File: config.mk
export PLATFORM = sky130hd
export DESIGN_NAME = stable_priority_ready_queue_core
export DESIGN_NICKNAME = d
export VERILOG_FILES = /design/src/sprq_pkg.sv /design/src/sprq_ctrl.sv /design/src/sprq_datapath.sv /design/src/stable_priority_ready_queue_core.sv
export SDC_FILE = /design/constraint.sdc
export NUM_CORES = 1
export LEC_CHECK = 0
export ABC_AREA = 1
export CAP_MARGIN = 30
export CORE_MARGIN = 2
export CORE_UTILIZATION = 30
export CTS_BUF_LIST = sky130_fd_sc_hd__clkbuf_16
export DETAILED_ROUTE_END_ITERATION = 8
export DONT_BUFFER_PORTS = 1
export GPL_ROUTABILITY_DRIVEN = 1
export PLACE_DENSITY = 0.52
export SLEW_MARGIN = 25
export SYNTH_ARGS = -nofsm -noshare
export SYNTH_HDL_FRONTEND = slang
export SYNTH_SLANG_ARGS = --single-unit
File: constraint.sdc
create_clock -name clk -period 3.8 [get_ports clk]
set_input_delay 0.57 -clock clk [delete_from_list [all_inputs] [get_ports clk]]
set_output_delay 0.57 -clock clk [all_outputs]
set_load 0.005 [all_outputs]
File: src/sprq_pkg.sv
// package: request and result types, operation and status codes, command struct
`default_nettype none
package sprq_pkg;

	localparam int CAPACITY_DEF = 16;

	localparam logic [1:0] OP_APPEND = 2'd0;
	localparam logic [1:0] OP_INSERT = 2'd1;
	localparam logic [1:0] OP_POP    = 2'd2;

	localparam logic [1:0] ST_DONE  = 2'd0;
	localparam logic [1:0] ST_EMPTY = 2'd1;
	localparam logic [1:0] ST_FULL  = 2'd2;

	typedef struct packed {
		logic [1:0]  opcode;
		logic [15:0] process_handle;
		logic [7:0]  priority_req;
	} request_t;

	typedef struct packed {
		logic [1:0]  status;
		logic [15:0] popped_handle;
		logic [7:0]  popped_priority;
		logic [4:0]  entry_count;
		logic        now_empty;
	} result_t;

	typedef struct packed {
		logic capture;
		logic compare;
		logic update;
	} ctrl_cmd_t;

endpackage
`default_nettype wire

File: src/sprq_ctrl.sv
// controller: sequences capture, compare and update for one request
`default_nettype none
module sprq_ctrl (
	input  wire logic               clk,
	input  wire logic               arst_n,
	input  wire logic               start,
	output logic                    busy,
	output logic                    done,
	output sprq_pkg::ctrl_cmd_t     cmd
);
	import sprq_pkg::*;

	typedef enum logic [1:0] {
		S_IDLE,
		S_COMPARE,
		S_UPDATE
	} state_t;

	state_t state_q;
	logic   busy_q;
	logic   done_q;

	always_ff @(posedge clk or negedge arst_n) begin
		if (!arst_n) begin
			state_q <= S_IDLE;
			busy_q  <= 1'b0;
			done_q  <= 1'b0;
		end else begin
			done_q <= 1'b0;
			unique case (state_q)
				S_IDLE: begin
					if (start) begin
						state_q <= S_COMPARE;
						busy_q  <= 1'b1;
					end
				end
				S_COMPARE: begin
					state_q <= S_UPDATE;
				end
				S_UPDATE: begin
					state_q <= S_IDLE;
					busy_q  <= 1'b0;
					done_q  <= 1'b1;
				end
				default: begin
					state_q <= S_IDLE;
					busy_q  <= 1'b0;
				end
			endcase
		end
	end

	assign busy        = busy_q;
	assign done        = done_q;
	assign cmd.capture = start && !busy_q;
	assign cmd.compare = (state_q == S_COMPARE);
	assign cmd.update  = (state_q == S_UPDATE);

endmodule
`default_nettype wire

File: src/sprq_datapath.sv
// datapath: row of entry cells with parallel compare and shift
`default_nettype none
module sprq_datapath #(
	parameter int CAPACITY = sprq_pkg::CAPACITY_DEF
) (
	input  wire logic                clk,
	input  wire logic                arst_n,
	input  wire sprq_pkg::ctrl_cmd_t cmd,
	input  wire sprq_pkg::request_t  request,
	output sprq_pkg::result_t        result
);
	import sprq_pkg::*;

	localparam int CNT_W = $clog2(CAPACITY + 1);
	localparam int LVL   = $clog2(CAPACITY);

	logic [15:0]         handle_q [CAPACITY];
	logic [7:0]          prio_q   [CAPACITY];
	logic [CNT_W-1:0]    count_q;
	request_t            req_q;
	logic [CAPACITY-1:0] ge_s1;
	result_t             result_q;

	logic [CAPACITY-1:0] mark;
	logic [CAPACITY-1:0] pre [LVL+1];
	logic [CAPACITY-1:0] ge;
	logic                full;
	logic                empty;

	assign full  = (count_q == CNT_W'(CAPACITY));
	assign empty = (count_q == '0);

	// cells at or after the placement position; prefix or over the first smaller priority
	always_comb begin
		for (int i = 0; i < CAPACITY; i++) begin
			mark[i] = (req_q.opcode == OP_INSERT) && (CNT_W'(i) < count_q)
				&& (prio_q[i] < req_q.priority_req);
		end
		pre[0] = mark;
		for (int l = 0; l < LVL; l++) begin
			for (int i = 0; i < CAPACITY; i++) begin
				if (i >= (1 << l)) begin
					pre[l+1][i] = pre[l][i] | pre[l][i - (1 << l)];
				end else begin
					pre[l+1][i] = pre[l][i];
				end
			end
		end
		for (int i = 0; i < CAPACITY; i++) begin
			ge[i] = pre[LVL][i] || (CNT_W'(i) >= count_q);
		end
	end

	always_ff @(posedge clk) begin
		if (cmd.capture) begin
			req_q <= request;
		end
		if (cmd.compare) begin
			ge_s1 <= ge;
		end
	end

	logic [CNT_W-1:0] count_next;
	logic [1:0]       status_next;
	logic [15:0]      pop_handle;
	logic [7:0]       pop_prio;
	logic             do_place;
	logic             do_pop;
	logic [31:0]      count_ext;

	always_comb begin
		count_next  = count_q;
		status_next = ST_DONE;
		pop_handle  = '0;
		pop_prio    = '0;
		do_place    = 1'b0;
		do_pop      = 1'b0;
		unique case (req_q.opcode)
			OP_APPEND, OP_INSERT: begin
				if (full) begin
					status_next = ST_FULL;
				end else begin
					do_place   = 1'b1;
					count_next = count_q + 1'b1;
				end
			end
			OP_POP: begin
				if (empty) begin
					status_next = ST_EMPTY;
				end else begin
					do_pop     = 1'b1;
					pop_handle = handle_q[0];
					pop_prio   = prio_q[0];
					count_next = count_q - 1'b1;
				end
			end
			default: begin
				status_next = ST_DONE;
			end
		endcase
		count_ext = 32'(count_next);
	end

	always_ff @(posedge clk or negedge arst_n) begin
		if (!arst_n) begin
			count_q <= '0;
		end else if (cmd.update) begin
			count_q <= count_next;
		end
	end

	always_ff @(posedge clk) begin
		if (cmd.update) begin
			for (int i = 0; i < CAPACITY; i++) begin
				if (do_place) begin
					if (ge_s1[i] && (i == 0 || !ge_s1[(i == 0) ? 0 : i - 1])) begin
						handle_q[i] <= req_q.process_handle;
						prio_q[i]   <= req_q.priority_req;
					end else if (ge_s1[i] && i > 0) begin
						handle_q[i] <= handle_q[(i == 0) ? 0 : i - 1];
						prio_q[i]   <= prio_q[(i == 0) ? 0 : i - 1];
					end
				end else if (do_pop && i < CAPACITY - 1) begin
					handle_q[i] <= handle_q[(i < CAPACITY - 1) ? i + 1 : i];
					prio_q[i]   <= prio_q[(i < CAPACITY - 1) ? i + 1 : i];
				end
			end
			result_q.status          <= status_next;
			result_q.popped_handle   <= pop_handle;
			result_q.popped_priority <= pop_prio;
			result_q.entry_count     <= count_ext[4:0];
			result_q.now_empty       <= (count_next == '0);
		end
	end

	assign result = result_q;

endmodule
`default_nettype wire

File: src/stable_priority_ready_queue_core.sv
// top level: stable priority ready queue, controller plus cell datapath
// sequence: the accepting edge captures the request, then COMPARE and UPDATE run; done rises as UPDATE completes
// steps per request: capture, compare and prefix tree, shift update; a new request is taken only while busy is low
// the receiver cannot stall; the result is registered with done and holds until the next request updates it
// reset: arst_n clears the entry count and the controller; cell contents are not reset
`default_nettype none
module stable_priority_ready_queue_core #(
	parameter int CAPACITY = sprq_pkg::CAPACITY_DEF
) (
	input  wire logic               clk,
	input  wire logic               arst_n,
	input  wire logic               start,
	output logic                    busy,
	input  wire sprq_pkg::request_t request,
	output logic                    done,
	output sprq_pkg::result_t       result
);
	import sprq_pkg::*;

	ctrl_cmd_t cmd;

	sprq_ctrl u_ctrl (
		.clk    (clk),
		.arst_n (arst_n),
		.start  (start),
		.busy   (busy),
		.done   (done),
		.cmd    (cmd)
	);

	sprq_datapath #(
		.CAPACITY (CAPACITY)
	) u_datapath (
		.clk     (clk),
		.arst_n  (arst_n),
		.cmd     (cmd),
		.request (request),
		.result  (result)
	);

endmodule
`default_nettype wire
# ---- Word-level counts from Yosys, hierarchy flattened
# Memory sizes are Yosys's and may differ from the RTL's.
# Cells that the tools add are included.
dict set report op_classes {
  addsub 2
  n_lt_le_gt_ge 48
  n_eq_ne 6
  muxes 218
  bitwise 111
  reduce_logical 87
}
# operator count
set op_table {}
lappend op_table {{two-way mux 16 bit} 30}
lappend op_table {{two-way mux 8 bit} 30}
lappend op_table {{two-way mux 1 bit} 150}
lappend op_table {{< comparator 8 bit} 16}
lappend op_table {{bitwise OR 1 bit} 109}
lappend op_table {{logical AND 1 bit} 48}
lappend op_table {{>= comparator 4 x 5 -> 1 bit, first input constant} 8}
lappend op_table {{< comparator 4 x 5 -> 1 bit, first input constant} 8}
lappend op_table {{>= comparator 3 x 5 -> 1 bit, first input constant} 4}
lappend op_table {{< comparator 3 x 5 -> 1 bit, first input constant} 4}
lappend op_table {{logical NOT 1 bit} 16}
lappend op_table {{logical OR 1 bit} 16}
lappend op_table {{>= comparator 1 x 5 -> 1 bit, first input constant} 2}
lappend op_table {{>= comparator 2 x 5 -> 1 bit, first input constant} 2}
lappend op_table {{logical NOT 5 bit} 2}
lappend op_table {{< comparator 1 x 5 -> 1 bit, first input constant} 2}
lappend op_table {{< comparator 2 x 5 -> 1 bit, first input constant} 2}
lappend op_table {{two-way mux 5 bit} 2}
lappend op_table {{case mux 5 bit (2 select lines)} 1}
lappend op_table {{case mux 2 bit (2 select lines)} 2}
lappend op_table {{adder 5 x 1 -> 5 bit, second input constant} 1}
lappend op_table {{equality test 5 bit, second input constant} 1}
lappend op_table {{subtractor 5 x 1 -> 5 bit, second input constant} 1}
lappend op_table {{equality test 2 x 1 -> 1 bit, second input constant} 2}
lappend op_table {{other kinds (8)} 13}
dict set report totals {
  reg_bits 83
  ramBits 384
  output_inout_bits 34
  mem_count 2
}
# memory words width rd rd_ports_with_merged_regs write_ports line_no
set memory_table {}
lappend memory_table {u_datapath.handle_q 16 16 16 0 16 sprq_datapath.sv:17} ;# logic [15:0] handle_q [CAPACITY];
lappend memory_table {u_datapath.prio_q 16 8 16 0 16 sprq_datapath.sv:18} ;# logic [7:0] prio_q [CAPACITY];

# ---- Logic depth before layout (Yosys ltp)
dict set report logic_depth {
  word_depth 8
  ltp_mapped 14
  depth_no_buf 13
}

# ---- Hierarchy
# From an unflattened synthesis, not the netlist that was laid out.
dict set report unflattened {
  hier_cells 2826
  hier_area_um2 25614.6
}
# module n_inst cells_each area_per_inst_um2 seq_area_each_um2
set modules_own_cells {}
lappend modules_own_cells {sprq_datapath 1 2810 25469.4 13878.3}
lappend modules_own_cells {sprq_ctrl 1 16 145.1 100.1}

# ---- Worst setup path after synthesis
# Ideal clock, no wire load.
dict set report synth_timing {
  path_type {reg-to-reg}
  from {register u_datapath.count_q[0]}
  to {memory u_datapath.handle_q[8][0], enable pin}
  arrival_time_ns 2.917
  slack_ns 0.441
  stages_incl_launch_ff 6
  n_path_buf 0
  synth_period_minus_slack_ns 3.359
  path_cell_list {dfrtp_1 > inv_1 > ha_1 > nand3_4 > nand2_4 > o31ai_1}
}
# item line_no
set synth_lines {}
lappend synth_lines {{start, declared} sprq_datapath.sv:19} ;# logic [CNT_W-1:0] count_q;
lappend synth_lines {{start signal, assigned} sprq_datapath.sv:108} ;# count_q <= count_next;
lappend synth_lines {{end, declared} sprq_datapath.sv:17}

==> results.toml <==
[placed_design]
place_hpwl_um = 43900
dp_cells = 3837
place_area_um2 = 26800
dpl_worst_slack_ps = 709
routabilityCongestion = 0.783
port_buffers = 0

[route]
wl_met2_um = 31200
top_layer = "met4"
routed_wl_um = 64100
drc = 0
wl_per_cell_um = 16.3
vias = 18800
drt_iter0_markers = 1229
wl_met1_um = 29700
met3_length_um = 1880
ant_nets = 0
dr.pass1.iters = 5
via_per_inst = 4.78

[logic_synthesis]
syn_nets = 2972
synth_area_leaders = "edfxtp_1, nand2_1, o21ai_0"
ys_ff_latch = 467
netlist_area_um2 = 26000
synth_area_leader_cell = "edfxtp_1"
synth_area_per_cell_um2 = 9.19
synth.distinct_cells = 40
synth_top_area_frac = 0.529
synth_edf_count = 458
synthFlopType = "edfxtp_1"
async_flop_share = 0.0193
syn_inst = 2826
ys_warn_count = 0
synth_seq_area_share = 0.538

[worst_setup_path]
critPathLaunchType = "register"
path_class = "reg2reg"
path_max_fanout = 226
required_ps = 4140
crit_slowest_cell = "buf_12"
end_kind = "register"
cp_slowest_stage_delay_ps = 590
crit_arrival_ps = 3380
cp_cell_sequence = "inv_1 > ha_1 > inv_1 > nor2_2 > nand2_4 > nand2_4 > nor2_4 > buf_12 > o21ai_1"

[floorplan]
core_region_area_um2 = 85500
num_io_pins = 63
floorplan.initialDensity = 0.304
die_x_um = 298
rows = 107
die_h_um = 298
die-area_um2 = 89000

[sta]
finalSetupViolCount = 0
drv_slew = 0
clock_skew_ps = 27.0
fin_setup_tns_ps = 0
period_minus_slack_ps = 3040
fin_ws_ps = 756
hold_viol_final = 0
worst_slew_pin_slew_ps = 934
final.period_utilization = 0.801
whs_ps = 44.6
max_freq_mhz = 329
rsz0062_at_grt = "no"
slew_headroom = 0.377

[finish]
diodes = 0
layout_commonest_cell = "nand2_1"
final_layout_size_suffix_gt1_frac = 0.0741
final_cells = 3937
num-nets-final = 2898
area_growth_pct = 9.58
layout_common_cells = "nand2_1, edfxtp_1, o21ai_0, o21ai_1, inv_1"
fin_area_um2 = 28500
nFillCells = 8805
fin_util = 0.333

[global_routing]
grt_pass1_wl_um = 105000
antenna_found_initial = 1
grt_pass1_vias = 18900
grt_use_total = 0.143
gr-total-overflow = 0
grt_max_degree = 227

[power_and_ir_drop]
p_sw_mw = 4.62
power_mw = 14.8
power_frac_seq = 0.462
switching_share = 0.312
vdd_drop_max_v = 0.000337
p_int_mw = 10.2
leakagePower_nw = 10.9
pwr-share-clk = 0.336
p_per_area_nw_per_um2 = 520
comb_power_share = 0.202

[cts]
root_buffer = "clkbuf_16"
tritoncts = "done"
cts_buffer_depth = 3
clk_pin_slew_ps = 70
postCtsResizedCells = 0
htreeDepth = 2
cts_setup_buffers = 0
cts_made_buffers = 51
insertion_delay_ps = 620
clock_sinks = 467

[worst_hold_path]
hold_path_class = "in2reg"

[run_status]
status = "complete, no violations"

[flow_run]
cap_violations = 0
## sequential cells by signal (all words and copies together), names as in the netlist
signal,flops
u_datapath.result,32
u_datapath.count_q,5
u_ctrl.busy,1
u_datapath.handle_q,256
u_ctrl.state_q,2
u_datapath.prio_q,128
u_datapath.req_q,26
u_ctrl.done,1
u_datapath.ge_s1,16
## cell type report
class,count,area (µm²),area share
Sequential cell,467,14000,0.491
Clock inverter,42,324,0.0114
Clock buffer,52,1300,0.0457
Timing Repair Buffer,64,596,0.0209
Multi-Input combinational cell,1989,10200,0.357
Inverter,179,679,0.0239
Tap cell,1144,1430,0.0503
## final timing paths
path | slack [ps] | endpoint | startpoint | cells after the start
setup / recovery | 760 | u_datapath.handle_q[5][8]$_DFFE_PP_ | u_datapath.count_q[0]$_DFFE_PN0P_ | 9
hold / removal | 40 | u_datapath.req_q[23]$_DFFE_PP_ | request[23] | 0
setup reg to reg | 760 | u_datapath.handle_q[5][8]$_DFFE_PP_ | u_datapath.count_q[0]$_DFFE_PN0P_ | 9
hold reg to reg | 480 | u_ctrl.state_q[1]$_DFFE_PN0N_ | u_ctrl.state_q[1]$_DFFE_PN0N_ | 1
max in group asynchronous | 3130 | u_ctrl.state_q[1]$_DFFE_PN0N_ | arst_n | 1
min in group asynchronous | 350 | u_datapath.count_q[3]$_DFFE_PN0P_ | arst_n | 1
## kinds of logic after synthesis
family | Yosys count | share of synthesized area
flip-flops | 467 | 0.538
XOR/XNOR | 2 | 0.000674
AO/OA/AOI/OAI | 803 | 0.168
AND/OR/NAND/NOR | 1067 | 0.164
buffers and inverters | 370 | 0.0724
adder cells (fa/ha/maj) | 117 | 0.0563
## Yosys cell counts, drive strengths merged (2+ instances only)
library cell,instances
clkbuf,67
o21a,3
dfrtp,9
nor3,4
buf,124
o211ai,53
nand2,896
a31oi,2
nand4,9
o21bai,2
a21oi,49
xor2,2
ha,117
o21ai,692
nand3,51
edfxtp,458
inv,178
nor2,106
## worst max-delay path, delay by kind of cell, from the launching register on
family                   cells  cell delay [ps]
buffers and inverters        3              860
AND/OR/NAND/NOR              4              760
flip-flops                   1              470
adder cells (fa/ha/maj)      1              300
AO/OA/AOI/OAI                1              180
## power by group through the flow
stage | Combinational, mW | Sequential (mW) | Clock, mW
final | 2.99 | 6.84 | 4.97
after CTS | 3.03 | 6.85 | 5.12
after detailed placement | 3.02 | 6.95 | 0
after floorplan | 2.28 | 6.81 | 0
after global placement | 2.96 | 6.96 | 0
after global routing | 3.46 | 6.90 | 5.27
## metal layers
metal	up-vias	global-route usage
met5	-	0
met4	0	0.0359
met3	78	0.0187
met2	223	0.248
met1	8936	0.189
li1	9566	-
## repair_timing
action / 4_1_cts / 5_1_grt
hold buffers: 6 / 0
hold endpoints to repair: 14 / 0
endpoints found under the setup margin: 0 / 0
(Power assumes the default switching activity.)
